File: config.mk
export PLATFORM = sky130hd
export DESIGN_NAME = eaq_reduce
export DESIGN_NICKNAME = d
export VERILOG_FILES = /design/src/design/eaq_pkg.sv /design/src/design/eaq_reduce.sv
export SDC_FILE = /design/constraint.sdc
export NUM_CORES = 1
export LEC_CHECK = 0
export BUFFER_PORTS_ARGS = -buffer_cell sky130_fd_sc_hd__buf_2
export CELL_PAD_IN_SITES_DETAIL_PLACEMENT = 0
export CELL_PAD_IN_SITES_GLOBAL_PLACEMENT = 1
export CORE_MARGIN = 5
export CORE_UTILIZATION = 39
export CTS_BUF_LIST = sky130_fd_sc_hd__clkbuf_16
export CTS_CLUSTER_SIZE = 24
export DETAILED_ROUTE_END_ITERATION = 12
export GPL_ROUTABILITY_DRIVEN = 1
export GPL_TIMING_DRIVEN = 0
export PLACE_DENSITY = 0.76
export SLEW_MARGIN = 25
export SYNTH_ARGS = -nofsm -noshare
export SYNTH_HDL_FRONTEND = slang
export SYNTH_SLANG_ARGS = --single-unit
File: constraint.sdc
create_clock -name clk -period 3.37 [get_ports clk]
set_input_delay 0.674 -clock clk [delete_from_list [all_inputs] [get_ports clk]]
set_output_delay 0.674 -clock clk [all_outputs]
set_load 0.03 [all_outputs]
File: src/design/eaq_pkg.sv
// Shared types, constants and helpers for the Euler-angle to quaternion pipeline.
// Used by every module in the design folder; depends on nothing.
package eaq_pkg;

    localparam int ANGLE_BITS     = 16;
    localparam int COMPONENT_BITS = 16;
    localparam int ANGLE_FRAC     = 12;
    localparam int WORK_FRAC      = 28;
    localparam int HALF_SHIFT     = WORK_FRAC - ANGLE_FRAC - 1;
    localparam int WORK_BITS      = 32;
    localparam int PROD_BITS      = 64;
    localparam int CORDIC_STEPS   = 28;

    localparam logic signed [WORK_BITS-1:0] CORDIC_GAIN = 32'sd163008219;
    localparam longint PI_Q28      = 64'd843314857;
    localparam longint HALF_PI_Q28 = PI_Q28 / 2;

    // Quotient bits of the range reduction: |half angle| / pi stays below 2**QUOT_BITS
    localparam int QUOT_BITS = (ANGLE_BITS > 16) ? (ANGLE_BITS - 15) : 1;

    localparam int REDUCE_LAT = QUOT_BITS + 2;
    localparam int CORDIC_LAT = CORDIC_STEPS + 1;
    localparam int QMUL_LAT   = 5;
    localparam int LATENCY    = REDUCE_LAT + CORDIC_LAT + QMUL_LAT;

    localparam int LANES = 3;

    typedef struct packed {
        logic signed [ANGLE_BITS-1:0] angle_x;
        logic signed [ANGLE_BITS-1:0] angle_y;
        logic signed [ANGLE_BITS-1:0] angle_z;
    } angles_t;

    typedef struct packed {
        logic signed [COMPONENT_BITS-1:0] quat_x;
        logic signed [COMPONENT_BITS-1:0] quat_y;
        logic signed [COMPONENT_BITS-1:0] quat_z;
        logic signed [COMPONENT_BITS-1:0] quat_w;
    } quat_t;

    // Reduced half angle and the odd-multiple-of-pi flag
    typedef struct packed {
        logic signed [WORK_BITS-1:0] z;
        logic                        flip;
    } lane_t;

    typedef struct packed {
        logic signed [WORK_BITS-1:0] sin;
        logic signed [WORK_BITS-1:0] cos;
    } sc_t;

    // Arctangent table entry, Q.28, rounded to nearest
    function automatic logic signed [WORK_BITS-1:0] atan_q28(input int i);
        real v;
        v = $atan(2.0 ** (-i)) * 268435456.0;
        return WORK_BITS'($rtoi(v + 0.5));
    endfunction

    // Round a Q.56 product sum to Q.28
    function automatic logic signed [WORK_BITS-1:0] round_q28(
        input logic signed [PROD_BITS-1:0] v
    );
        logic signed [PROD_BITS-1:0] t;
        t = v + (64'sd1 <<< (WORK_FRAC - 1));
        return t[WORK_FRAC+WORK_BITS-1:WORK_FRAC];
    endfunction

endpackage

File: src/design/eaq_reduce.sv
// Range reduction of the three half angles modulo pi, one quotient bit per stage.
// Depends on eaq_pkg.
module eaq_reduce (
    input  logic               clk,
    input  logic               rst_n,
    input  logic               in_valid,
    input  eaq_pkg::angles_t   angles,
    output logic               out_valid,
    output eaq_pkg::lane_t     lane [0:eaq_pkg::LANES-1]
);

    localparam int HW = eaq_pkg::ANGLE_BITS + eaq_pkg::HALF_SHIFT;
    localparam int MW = ((HW > 31) ? HW : 31) + 1;
    localparam int QB = eaq_pkg::QUOT_BITS;
    localparam int NL = eaq_pkg::LANES;
    localparam logic [MW-1:0] PI_M   = MW'(eaq_pkg::PI_Q28);
    localparam logic [MW-1:0] HALF_M = MW'(eaq_pkg::HALF_PI_Q28);

    logic          valid_reg [0:QB];
    logic [MW-1:0] mag_reg   [0:QB][0:NL-1];
    logic          sgn_reg   [0:QB][0:NL-1];
    logic          par_reg   [0:QB][0:NL-1];
    logic          out_valid_reg;
    eaq_pkg::lane_t lane_reg [0:NL-1];

    logic signed [eaq_pkg::ANGLE_BITS-1:0] raw [0:NL-1];
    assign raw[0] = angles.angle_x;
    assign raw[1] = angles.angle_y;
    assign raw[2] = angles.angle_z;

    // Entry: magnitude and sign of the half angle in Q.28
    always_ff @(posedge clk or negedge rst_n)
    begin
        if (!rst_n)
        begin
            valid_reg[0] <= 1'b0;
        end
        else
        begin
            valid_reg[0] <= in_valid;
        end
    end

    always_ff @(posedge clk)
    begin
        for (int l = 0; l < NL; l++)
        begin
            logic signed [MW-1:0] h;
            h = MW'(raw[l]) <<< eaq_pkg::HALF_SHIFT;
            sgn_reg[0][l] <= raw[l][eaq_pkg::ANGLE_BITS-1];
            mag_reg[0][l] <= raw[l][eaq_pkg::ANGLE_BITS-1] ? MW'(-h) : MW'(h);
            par_reg[0][l] <= 1'b0;
        end
    end

    genvar j;
    generate
        for (j = 0; j < QB; j++)
        begin : g_div
            localparam logic [MW-1:0] DIV = PI_M << (QB - 1 - j);

            always_ff @(posedge clk or negedge rst_n)
            begin
                if (!rst_n)
                begin
                    valid_reg[j+1] <= 1'b0;
                end
                else
                begin
                    valid_reg[j+1] <= valid_reg[j];
                end
            end

            always_ff @(posedge clk)
            begin
                for (int l = 0; l < NL; l++)
                begin
                    sgn_reg[j+1][l] <= sgn_reg[j][l];
                    if (mag_reg[j][l] >= DIV)
                    begin
                        mag_reg[j+1][l] <= mag_reg[j][l] - DIV;
                        par_reg[j+1][l] <= 1'b1;
                    end
                    else
                    begin
                        mag_reg[j+1][l] <= mag_reg[j][l];
                        par_reg[j+1][l] <= 1'b0;
                    end
                end
            end
        end
    endgenerate

    // Fold the remainder into [-pi/2, pi/2] and restore the sign
    always_ff @(posedge clk or negedge rst_n)
    begin
        if (!rst_n)
        begin
            out_valid_reg <= 1'b0;
        end
        else
        begin
            out_valid_reg <= valid_reg[QB];
        end
    end

    always_ff @(posedge clk)
    begin
        for (int l = 0; l < NL; l++)
        begin
            logic          over;
            logic [MW-1:0] mf;
            over = mag_reg[QB][l] > HALF_M;
            mf   = over ? (mag_reg[QB][l] - PI_M) : mag_reg[QB][l];
            lane_reg[l].z    <= sgn_reg[QB][l] ? eaq_pkg::WORK_BITS'(-mf)
                                               : eaq_pkg::WORK_BITS'(mf);
            lane_reg[l].flip <= par_reg[QB][l] ^ over;
        end
    end

    assign out_valid = out_valid_reg;
    assign lane      = lane_reg;

endmodule

### After elaboration in Yosys (flattened, before gate mapping)

Memory sizes are Yosys's and may differ from the RTL's.
Cells that the tools add are included.

* bits in latches: 0
* memories: 3
* ROM bits: 0
* bits in registers: 102
* output and inout port bits: 100
* input port bits: 51
* bits in writable memories: 204

Memories
* mag_reg: words 2, width 96, read ports 2, clocked after memory_dff 0, write ports 2, line eaq_reduce.sv:20 `logic [MW-1:0] mag_reg [0:QB][0:NL-1];`
* par_reg: words 2, width 3, read ports 1, clocked after memory_dff 0, write ports 2, line eaq_reduce.sv:22 `logic par_reg [0:QB][0:NL-1];`
* sgn_reg: words 2, width 3, read ports 2, clocked after memory_dff 0, write ports 2, line eaq_reduce.sv:21 `logic sgn_reg [0:QB][0:NL-1];`

* bitwise gates (word level): 9
* equal/unequal tests: 0
* $mul: 0
* $lt $le $gt $ge: 6
* shift-type cells: 0
* reduce and logical (&&, ||, !) cells: 0
* mux-type cells: 24
* add/sub/neg operators: 12
* divide/modulo/power cells: 0

Operators with widths (count)
* 32-bit two-way mux: 12
* 32-bit by 30-bit subtractor with 32-bit output, second input constant: 6
* 32-bit by 30-bit >= comparator with 1-bit output, second input constant: 3
* 32-bit by 29-bit greater-than comparator with 1-bit output, second input constant: 3
* 31-bit negator with 32-bit output: 3
* 32-bit negator: 3
* 1-bit two-way mux: 12
* 1-bit OR: 6
* 1-bit bitwise XOR: 3

### Longest topological paths before layout

Gate-level depths: netlist of the first run.
An unclocked memory read counts as a cell.

* depth in word-level cells: 5
* gate-level depth with buffers: 18
* gate-level depth less buffers: 15

### Least setup slack after synthesis of the first run

No wires, ideal clock.

* kind: register to register
* start: memory mag_reg[1][82] in the netlist's numbering
* end: register lane_reg (netlist bit lane[95])
* arrival time: 3.602 ns
* stages on the path, launching flop included: 15
* setup slack: -0.303 ns
* cells stage by stage: dfxtp_1 > inv_1 > ha_1 > nand2_1 > a31oi_1 > o31ai_2 > nand2_4 > inv_1 > clkbuf_1 > ha_1 > nand2b_1 > or3_1 > or4b_4 > o41ai_2 > xor2_1

RTL lines
* from (decl): line eaq_reduce.sv:20
* to (decl): line eaq_reduce.sv:24 `eaq_pkg::lane_t lane_reg [0:NL-1];`

==> out/qor.yml, run 1 <==
synth:
  async_reset_ff_frac: 0.0161
  syn_avg_cell_area_um2: 9.06
  synth_edf_count: 0
  synth.area.top_cells: "dfxtp_1, xnor2_1, nand2_1"
  ys.flop_type: "dfxtp_1"
  yosys_register_bits: 186
  ys_types: 83
  synth_warnings: 0
  yosys.area.top_type: "dfxtp_1"
  syn-cell-area_um2: 9020
  synth_top_area_frac: 0.406
  ys_seq_area_frac: 0.415
  netlist_instances: 995
worst_setup_path:
  crit_type: "flip-flop to flip-flop"
  cp-start-kind: "flip-flop"
  cpMostUsedCell: "ha_4"
  cp_slowest_cell: "or4b_4"
  cp_max_fo: 6
  endpoint_kind: "flip-flop"
  worstPathArrival_ns: 3.64
  cp_cell_sequence: "clkinvlp_4, ha_4, nand2_4, a31oi_4, o31ai_2, buf_4, nand2_8, inv_4, buf_8, ha_4, nand2b_4, or3_4, or4b_4, o41ai_4, xor2_1"
  critPathTopFamily: "simple AND/OR/NAND/NOR gates"
  cpPeakStageDelay_ns: 0.60
  crit_buf_inv: 4
  required_ns: 3.73
hold_path:
  worstHoldPathType: "primary input to asynchronous set/reset pin"
floorplan:
  dieArea_um2: 26300
  rows: 55
  core_area_um2: 22700
  die_h_um: 162
  die_w_um: 162
  initial_utilization: 0.397
  io_pins: 151
sta:
  finalCritPeriodShare: 0.973
  fmax_mhz: 305
  clock_skew_ns: 0.00762
  period_minus_slack_ns: 3.28
  tns_ns: 0
  setup_viol: 0
  slew_headroom: 0.563
  whs_ns: 0.0365
  rsz0062_at_grt: "yes"
  hold_viol: 0
  max_slew.worst_pin.slew_ns: 0.648
  maxSlewViolCount: 0
  final.setup.worst_slack_ns: 0.0904
layout:
  final_area_um2: 11100
  post-route-util: 0.488
  drive_above_1_share: 0.257
  largest_register_ffs: 105
  final_cells: 1486
  layout_commonest_cell: "dfxtp_1"
  area_growth_pct: 22.9
  final_nets: 1259
  layout_common_cells: "dfxtp_1, buf_2, xnor2_1"
route:
  ant_nets: 0
  wl_per_cell_um: 13.7
  vias_per_cell: 4.88
  vias: 7255
  drc: 0
  routed_wl_um: 20400
  dr.pass1.iters: 5
  drt_iter0_markers: 368
placement:
  dp_hpwl_um: 15800
  pre_cts_ws_ns: -0.569
  post-place-cells: 1432
  gp_congestion: 0.863
  portBuffers: 150
  place_area_um2: 10200
global_routing:
  overflow: 0
  antenna_found_initial: 1
  grt_usage: 0.155
  grt_max_degree: 19
  grt_pass1_wl_um: 33600
  grt_pass1_vias: 6857
power_and_ir_drop:
  vdd_drop_max_mv: 0.334
  leakage_nw: 4.64
  p_per_area_nw_per_um2: 746
  total_power_mw: 8.26
clocking:
  clk_latency_ns: 0.42
  numCtsBuffers: 17
  cts_tree: "yes"
  clkSlewWorstSetupHoldPaths_ns: 0.07
  htree_num_levels: 4
  clockRootBuffer: "clkbuf_16"
  clk_path_buf_depth: 2
  cts_sinks: 186
job:
  cap_violations: 0
run_status:
  status: "complete, no violations"
power breakdown:
group / total (mW) / switching [mW] / internal [mW]
Clock: 1.96 / 0.912 / 1.05
Sequential: 2.97 / 0.269 / 2.71
Combinational: 3.33 / 2.09 / 1.23
Total: 8.26 / 3.27 / 4.99
metal layers:
metal	part of all wire	up-vias	GRT usage	routed length, um
met2	0.49	160	0.274	10100
li1	-	3794	-	-
met3	0.040	20	0.0272	823
met5	0	-	0	0
met4	0.014	0	0.0484	291
met1	0.45	3281	0.193	9200
what timing repair did:
item,CTS,global route
hold buffers,0,0
endpoints found under the setup margin,22,23
setup buffers,5,17
pin swaps,3,12
resized for setup,13,29
path summary, 6_finish.rpt:
kind	to	cells after the start	slack, ns	startpoint
hold / removal	valid_reg[1]	1	0.04	rst_n
max in group asynchronous	out_valid	1	3.23	rst_n
setup / recovery	lane[95]	15	0.09	mag_reg[1][82]
setup reg to reg	lane[95]	15	0.09	mag_reg[1][82]
min in group clk	mag_reg[1][17]	0	0.33	mag_reg[0][17]
hold reg to reg	mag_reg[1][17]	0	0.33	mag_reg[0][17]
cell families (layout without fill, tap and decap cells):
family / after synthesis / count (layout) / share of synthesized area
simple gates: 286 / 286 / 0.163
compound gates: 215 / 215 / 0.165
flops: 186 / 186 / 0.415
xor+xnor: 156 / 156 / 0.151
buf+inv: 120 / 323 / 0.0649
fa+ha+maj: 21 / 21 / 0.0291
mux: 10 / 10 / 0.0118
other cells: 1 / 4 / 0.000416
worst reg2reg max path: stages (launching register included):
cell	delay, ns
dfxtp_4	0.39
clkinvlp_4	0.14
ha_4	0.20
nand2_4	0.07
a31oi_4	0.08
o31ai_2	0.21
buf_4	0.18
nand2_8	0.06
inv_4	0.08
buf_8	0.11
ha_4	0.14
nand2b_4	0.05
or3_4	0.40
or4b_4	0.60
o41ai_4	0.35
xor2_1	0.16
synth_stat cells, types with 7 or more instances:
master,instances
ha_1,21
xnor2_1,124
o31ai_1,19
o21ai_0,67
nor3_1,18
a21oi_1,27
dfxtp_1,183
xor2_1,32
and2_1,8
nand2_1,95
o41ai_1,18
buf_2,11
nor4_1,9
o21ai_1,12
buf_4,30
o211ai_1,7
inv_1,48
or3_1,13
clkbuf_1,24
nor2b_1,7
nor2_1,53
nand3_1,24
nand2b_1,16
layout make-up:
| type | instances | area, um2 |
|---|---|---|
| inverters | 53 | 205 |
| fillers | 2217 | 11600 |
| plain buffers | 66 | 405 |
| clock buffers | 17 | 425 |
| well taps | 285 | 357 |
| multi-input cells | 691 | 4860 |
| flip-flops and latches | 186 | 3750 |
| repair buffers | 172 | 916 |
| clock inverters | 15 | 156 |
| diodes | 1 | 2.50 |
Power figures use the tool's default switching activity.
==> run 2, diff against run 1 <==
--- a/config.mk
+++ b/config.mk
@@ -5,7 +5,7 @@
 export SDC_FILE = /design/constraint.sdc
 export NUM_CORES = 1
 export LEC_CHECK = 0
-export BUFFER_PORTS_ARGS = -buffer_cell sky130_fd_sc_hd__buf_2
+export BUFFER_PORTS_ARGS = -buffer_cell sky130_fd_sc_hd__buf_4
 export CELL_PAD_IN_SITES_DETAIL_PLACEMENT = 0
 export CELL_PAD_IN_SITES_GLOBAL_PLACEMENT = 1
 export CORE_MARGIN = 5
@@ -16,6 +16,7 @@
 export GPL_ROUTABILITY_DRIVEN = 1
 export GPL_TIMING_DRIVEN = 0
 export PLACE_DENSITY = 0.76
+export REMOVE_ABC_BUFFERS = 1
 export SLEW_MARGIN = 25
 export SYNTH_ARGS = -nofsm -noshare
 export SYNTH_HDL_FRONTEND = slang
==> out/qor.yml, run 2 (synthesis results as in run 1) <==
run_status:
  status: "complete, no violations"  # unchanged
worst_setup_path:
  cp-start-kind: "flip-flop"  # unchanged
  reg2reg_slack_ns: 0.16  # was 0.09 ns
  r2r_start: "mag_reg[1][82]"  # unchanged
  worstPathArrival_ns: 3.57  # was 3.64 ns
  r2r_end: "lane[95]"  # unchanged
  required_ns: 3.72  # was 3.73 ns
  worstRegToRegCells: 13  # was 15
  crit_type: "flip-flop to flip-flop"  # unchanged
  endpoint_kind: "flip-flop"  # unchanged
  startpoint: "mag_reg[1][82]"  # unchanged
  cp_max_fo: 7  # was 6
power_and_ir_drop:
  leakage_nw: 4.41  # was 4.64 nW
  vdd_drop_max_mv: 0.288  # was 0.334 mV
  p_per_area_nw_per_um2: 752  # was 746 nW/um2
sta:
  rsz0062_at_grt: "no"  # was yes
  fmax_mhz: 311  # was 305 MHz
  tns_ns: 0  # unchanged
  maxSlewViolCount: 0  # unchanged
  max_slew.worst_pin.slew_ns: 0.851  # was 0.648 ns
  slew_headroom: 0.432  # was 0.563
  hold_viol: 0  # unchanged
  setup_viol: 0  # unchanged
  finalCritPeriodShare: 0.954  # was 0.973
  period_minus_slack_ns: 3.21  # was 3.28 ns
  final.setup.worst_slack_ns: 0.156  # was 0.0904 ns
  clock_skew_ns: 0.0112  # was 0.00762 ns
  whs_ns: 0.0292  # was 0.0365 ns
global_routing:
  antenna_found_initial: 0  # was 1
  grt_max_degree: 26  # was 19
  overflow: 0  # unchanged
  grt_usage: 0.147  # was 0.155
  grt_pass1_vias: 6652  # was 6857
  grt_pass1_wl_um: 32100  # was 33600 um
placement:
  pre_cts_ws_ns: -0.756  # was -0.569 ns
  gp_congestion: 0.835  # was 0.863
  dp_hpwl_um: 15000  # was 15800 um
  post-place-cells: 1365  # was 1432
  portBuffers: 150  # unchanged
clocking:
  cts_sinks: 186  # unchanged
  htree_num_levels: 4  # unchanged
  clk_latency_ns: 0.43  # was 0.42 ns
  cts_tree: "yes"  # unchanged
  cts_hold_buf: 0  # unchanged
  clkSlewWorstSetupHoldPaths_ns: 0.07  # about the same
  clockRootBuffer: "clkbuf_16"  # unchanged
  clk_path_buf_depth: 2  # unchanged
  numCtsBuffers: 17  # unchanged
route:
  routed_wl_um: 19400  # was 20400 um
  wl_per_cell_um: 13.9  # was 13.7 um
  vias: 6906  # was 7255
  drt_iter0_markers: 397  # was 368
  dr.pass1.iters: 5  # unchanged
  ant_nets: 0  # unchanged
  vias_per_cell: 4.92  # was 4.88
  drc: 0  # unchanged
layout:
  final_nets: 1177  # was 1259
  layout_commonest_cell: "dfxtp_1"  # unchanged
  drive_above_1_share: 0.216  # was 0.257
  antennaDiodeCount: 0  # was 1
  area_growth_pct: 20.1  # was 22.9%
  final_cells: 1403  # was 1486
  largest_register_ffs: 105  # unchanged
  layout_common_cells: "dfxtp_1, buf_4, xnor2_1"  # was dfxtp_1, buf_2, xnor2_1
  post-route-util: 0.477  # was 0.488
floorplan:
  dieArea_um2: 26300  # unchanged
  die_h_um: 162  # unchanged
  core_area_um2: 22700  # unchanged
  die_w_um: 162  # unchanged
  rows: 55  # unchanged
  initial_utilization: 0.397  # unchanged
  io_pins: 151  # unchanged
hold_path:
  worstHoldPathType: "primary input to asynchronous set/reset pin"  # unchanged
job:
  cap_violations: 0  # unchanged
run 2: changes by cell type in the layout (fill, tap and decap cells not counted), moves of 3 or more:
cell / delta
clkbuf_1: -21
inv_8: -5
inv_2: -3
buf_4: +104
buf_2: -160
inv_1: +5
dfxtp_2: +3
run 2: how the worst max path moves through the flow:
stage	to	slack (ns)	cells after the start
4_1_cts	lane[95]	0.008	13
5_1_grt	lane[95]	0.02	13
3_3_place_gp	lane[95]	-0.76	13
3_5_place_dp	lane[95]	-0.76	13
6_report	lane[95]	0.16	13
2_1_floorplan	lane[95]	-0.15	13
run 2: power by group:
part	switching, mW	internal [mW]
sequential	0.414	2.71
combinational	1.87	1.26
clock	0.870	1.02
run 2: layer usage:
layer  vias to the layer above  track usage  routed length, um
met3                        30       0.0345                999
met5                         -            0                  0
met1                      3085        0.187               8890
li1                       3633            -                  -
met2                       158        0.242               9110
met4                         0       0.0600                434
run 2: final cells by class:
| type | count | area (um2) |
|---|---|---|
| Clock buffer | 17 | 425 |
| Clock inverter | 15 | 126 |
| Fill cell | 2235 | 11900 |
| Inverter | 53 | 210 |
| Multi-Input combinational cell | 691 | 4790 |
| Sequential cell | 186 | 3750 |
| Tap cell | 285 | 357 |
| Timing Repair Buffer | 156 | 1170 |
run 2: worst max-delay path, cell delays in order (launching register included):
cell and delay (ns):
dfxtp_4 0.39, inv_1 0.10, ha_2 0.23, nand2_1 0.09, a31oi_2 0.13, o31ai_2 0.32, nand2_4 0.09, clkinvlp_4 0.12
ha_4 0.18, nand2b_1 0.10, or3_1 0.37, or4b_4 0.54, o41ai_2 0.31, xor2_1 0.17
run 2: what timing repair did:
item | CTS | global route
pin swaps | 3 | 3
endpoints found under the setup margin | 36 | 18
gates resized for setup | 18 | 13
gates cloned | 0 | 0
buffers inserted | 5 | 1
run 2: stage by stage:
| stage | area [um2] | power, mW |
|---|---|---|
| final | 10800 | 8.15 |
| after detailed placement | 10100 | 6.27 |
| after CTS | 10800 | 8.22 |
| after floorplan | 8640 | 5.19 |
| after global routing | 10800 | 8.64 |
| after global placement | 10100 | 6.26 |
==> run 3, diff against run 2 <==
--- a/config.mk
+++ b/config.mk
@@ -5,17 +5,18 @@
 export SDC_FILE = /design/constraint.sdc
 export NUM_CORES = 1
 export LEC_CHECK = 0
+export ABC_AREA = 1
 export BUFFER_PORTS_ARGS = -buffer_cell sky130_fd_sc_hd__buf_4
 export CELL_PAD_IN_SITES_DETAIL_PLACEMENT = 0
 export CELL_PAD_IN_SITES_GLOBAL_PLACEMENT = 1
 export CORE_MARGIN = 5
-export CORE_UTILIZATION = 39
+export CORE_UTILIZATION = 37
 export CTS_BUF_LIST = sky130_fd_sc_hd__clkbuf_16
 export CTS_CLUSTER_SIZE = 24
 export DETAILED_ROUTE_END_ITERATION = 12
 export GPL_ROUTABILITY_DRIVEN = 1
 export GPL_TIMING_DRIVEN = 0
-export PLACE_DENSITY = 0.76
+export PLACE_DENSITY = 0.75
 export REMOVE_ABC_BUFFERS = 1
 export SLEW_MARGIN = 25
 export SYNTH_ARGS = -nofsm -noshare
==> out/qor.yml, run 3 <==
run_status:
  status: "complete, no violations"  # unchanged
layout:
  drive_above_1_share: 0.151  # was 0.216
  layout_commonest_cell: "nand2_1"  # was dfxtp_1
  multi_input_area_um2: 4670  # was 4790 um2
  final_nets: 1528  # was 1177
  final_area_um2: 11300  # was 10800 um2
  layout_common_cells: "nand2_1, inv_1, dfxtp_1"  # was dfxtp_1, buf_4, xnor2_1
  antennaDiodeCount: 0  # unchanged
  fill_cells: 2597  # was 2235
  seq_area_um2: 3740  # was 3750 um2
  area_growth_pct: 19.3  # was 20.1%
  largest_register_ffs: 105  # unchanged
synth:
  syn-cell-area_um2: 9480  # was 9020 um2
  synth_top_area_frac: 0.387  # was 0.406
  synthTopCellsByCount: "nand2_1, inv_1, dfxtp_1, nand3_1, nor2_1"  # was dfxtp_1, xnor2_1, nand2_1, o21ai_0, nor2_1
  ys_types: 41  # was 83
  ys.flop_type: "dfxtp_1"  # unchanged
  synth_compound_area_frac: 0.0479  # was 0.165
  synth.area.top_cells: "dfxtp_1, nand2_1, inv_1"  # was dfxtp_1, xnor2_1, nand2_1
  synth_warnings: 0  # unchanged
  synthXorXnorAreaFrac: 0.104  # was 0.151
  async_reset_ff_frac: 0.0161  # unchanged
  netlist_instances: 1332  # was 995
  yosys.area.top_type: "dfxtp_1"  # unchanged
  ys_seq_area_frac: 0.394  # was 0.415
  syn_avg_cell_area_um2: 7.12  # was 9.06 um2
  synth_top_family_by_area: "simple AND/OR/NAND/NOR gates"  # was compound AO/OA/AOI/OAI gates
  yosys.area_share.adder: 0.0277  # was 0.0291
  yosys_register_bits: 186  # unchanged
  synth_edf_count: 0  # unchanged
  synth-simple-area-share: 0.312  # was 0.163
  post-synth-top-count-cell: "nand2_1"  # was dfxtp_1
  synthMuxAreaShare: 0  # was 0.0118
clocking:
  clk_latency_ns: 0.43  # about the same
  post-cts-setup-buffers: 0  # was 5
  cts_sinks: 186  # unchanged
  clockRootBuffer: "clkbuf_16"  # unchanged
  cts_tree: "yes"  # unchanged
  htree_num_levels: 4  # unchanged
  clkSlewWorstSetupHoldPaths_ns: 0.07  # about the same
  numCtsBuffers: 17  # unchanged
  clk_path_buf_depth: 2  # unchanged
hold_path:
  worstHoldPathType: "primary input to asynchronous set/reset pin"  # unchanged
sta:
  period_minus_slack_ns: 3.06  # was 3.21 ns
  max_slew.worst_pin.slew_ns: 0.845  # was 0.851 ns
  setup_viol: 0  # unchanged
  hold_viol: 0  # unchanged
  whs_ns: 0.0203  # was 0.0292 ns
  final.setup.worst_slack_ns: 0.305  # was 0.156 ns
  tns_ns: 0  # unchanged
  fmax_mhz: 326  # was 311 MHz
  slew_headroom: 0.436  # was 0.432
  finalCritPeriodShare: 0.909  # was 0.954
  rsz0062_at_grt: "no"  # unchanged
  clock_skew_ns: 0.00917  # was 0.0112 ns
  maxSlewViolCount: 0  # unchanged
power_and_ir_drop:
  total_power_mw: 8.40  # was 8.15 mW
  power_frac_comb: 0.401  # was 0.385
  power.internal_mw: 4.99  # about the same
  p_sw_frac: 0.406  # was 0.388
  power_switching_mw: 3.41  # was 3.16 mW
  pwr-share-seq: 0.357  # was 0.383
  leakage_nw: 5.81  # was 4.41 nW
  p_per_area_nw_per_um2: 743  # was 752 nW/um2
  vdd_drop_max_mv: 0.358  # was 0.288 mV
  clock_power_share: 0.242  # was 0.232
floorplan:
  io_pins: 151  # unchanged
  dieArea_um2: 28900  # was 26300 um2
  initial_utilization: 0.376  # was 0.397
  die_h_um: 170  # was 162 um
  rows: 58  # was 55
  die_w_um: 170  # was 162 um
  core_area_um2: 25200  # was 22700 um2
worst_setup_path:
  crit_type: "flip-flop to flip-flop"  # unchanged
  cpPeakStageDelay_ns: 0.35  # was 0.54 ns
  endpoint_kind: "flip-flop"  # unchanged
  cp_cell_sequence: "inv_1, ha_1, nand2_1, nand3_1, nand2_1, nand2_1, nand2_4, nand2_4, inv_1, ha_2, inv_1, nor3_1, inv_1, nand2_1, nand3_1, o31ai_1, xor2_1, inv_1"  # was inv_1, ha_2, nand2_1, a31oi_2, o31ai_2, nand2_4, clkinvlp_4, ha_4, nand2b_1, or3_1, or4b_4, o41ai_2, xor2_1
  required_ns: 3.69  # was 3.72 ns
  reg2reg_slack_ns: 0.31  # was 0.16 ns
  worstPathArrival_ns: 3.39  # was 3.57 ns
  cp_slowest_cell: "ha_2"  # was or4b_4
  cp_max_fo: 18  # was 7
  cpMostUsedCell: "inv_1"
  cp-start-kind: "flip-flop"  # unchanged
placement:
  portBuffers: 150  # unchanged
  pre_cts_ws_ns: 0.0731  # was -0.756 ns
  place_area_um2: 10700  # was 10100 um2
  dp_hpwl_um: 17000  # was 15000 um
  gp_congestion: 0.832  # was 0.835
global_routing:
  grt_pass1_wl_um: 34800  # was 32100 um
  grt_max_degree: 25  # was 26
  grt_usage: 0.145  # was 0.147
  overflow: 0  # unchanged
  grt_pass1_vias: 7528  # was 6652
  antenna_found_initial: 1  # was 0
route:
  drt_iter0_markers: 317  # was 397
  vias_per_cell: 4.41  # was 4.92
  wl_per_cell_um: 11.5  # was 13.9 um
  ant_nets: 0  # unchanged
  dr.pass1.iters: 5  # unchanged
  drc: 0  # unchanged
  vias: 7942  # was 6906
  routed_wl_um: 20700  # was 19400 um
job:
  cap_violations: 0  # unchanged
[run 3: changes by cell type in the layout (fill, tap and decap cells not counted), sizes merged, moves of 8 or more]
cell	before	now
nand2	96	383
inv	61	206
nand3	24	135
xnor2	124	31
nor2	54	127
xor2	32	82
o21ai	79	40
o41ai	21	1
nand2b	16	0
o31ai	22	6
or3	14	0
nand4	4	12
[run 3: per-layer routing]
metal,GRT usage,vias up,wire length [um]
met5,0,-,7
li1,-,4327,-
met4,0.0372,2,299
met1,0.163,3464,8640
met3,0.0328,19,935
met2,0.274,130,10800
[run 3: layout make-up]
class	instances	share of cell area
Clock buffer	17	0.0376
Tap cell	330	0.0365
Timing Repair Buffer	150	0.0996
Clock inverter	15	0.0159
Sequential cell	186	0.331
Inverter	200	0.0664
Multi-Input combinational cell	901	0.413
[run 3: final timing paths]
path,startpoint,depth (start not counted),end
setup / recovery,mag_reg[1][82],18,lane[88]
hold / removal,rst_n,1,out_valid
setup reg to reg,mag_reg[1][82],18,lane[88]
hold reg to reg,mag_reg[0][81],0,mag_reg[1][81]
max in group asynchronous,rst_n,1,valid_reg[1]
min in group clk,mag_reg[0][81],0,mag_reg[1][81]
[run 3: power groups by stage]
stage / Sequential (mW) / Combinational (mW) / Clock, mW
6_report: 2.99 / 3.37 / 2.03
3_5_place_dp: 3.05 / 3.41 / 0
4_1_cts: 3.00 / 3.42 / 2.10
5_1_grt: 3.07 / 3.75 / 2.21
3_3_place_gp: 3.04 / 3.40 / 0
2_1_floorplan: 3.74 / 1.62 / 0
[run 3: per-stage QoR]
| step | instances | utilization |
|---|---|---|
| finish | 1799 | 0.449 |
| detailed placement | 1767 | 0.425 |
| floorplan | 1287 | - |
| global route | 1799 | 0.449 |
| global placement | 1767 | 0.425 |
| CTS | 1799 | 0.449 |
[run 3: cell families (layout without fill, tap and decap cells)]
| logic type | Yosys count | after routing |
|---|---|---|
| flops | 186 | 186 |
| buf+inv | 247 | 382 |
| simple gates | 685 | 685 |
| compound gates | 79 | 79 |
| other cells | 1 | 3 |
| xor+xnor | 113 | 113 |
| fa+ha+maj | 21 | 21 |
[run 3: timing repair]
| item | 4_1_cts | 5_1_grt |
|---|---|---|
| hold buffers | 0 | 0 |
| endpoints found under the hold margin | 0 | 0 |
| gates resized for setup | 0 | 2 |
| endpoints found under the setup margin | 0 | 3 |
[run 3: critical path, delay by kind of cell (launching register included)]
family / cells / cell delay [ns]
AOI/OAI and AO/OA: 1 / 0.27
xor gates and xnor gates: 1 / 0.18
adders and majority gates: 2 / 0.60
buffers and inverters: 5 / 0.58
DFF: 1 / 0.34
and+or+nand+nor: 9 / 0.99
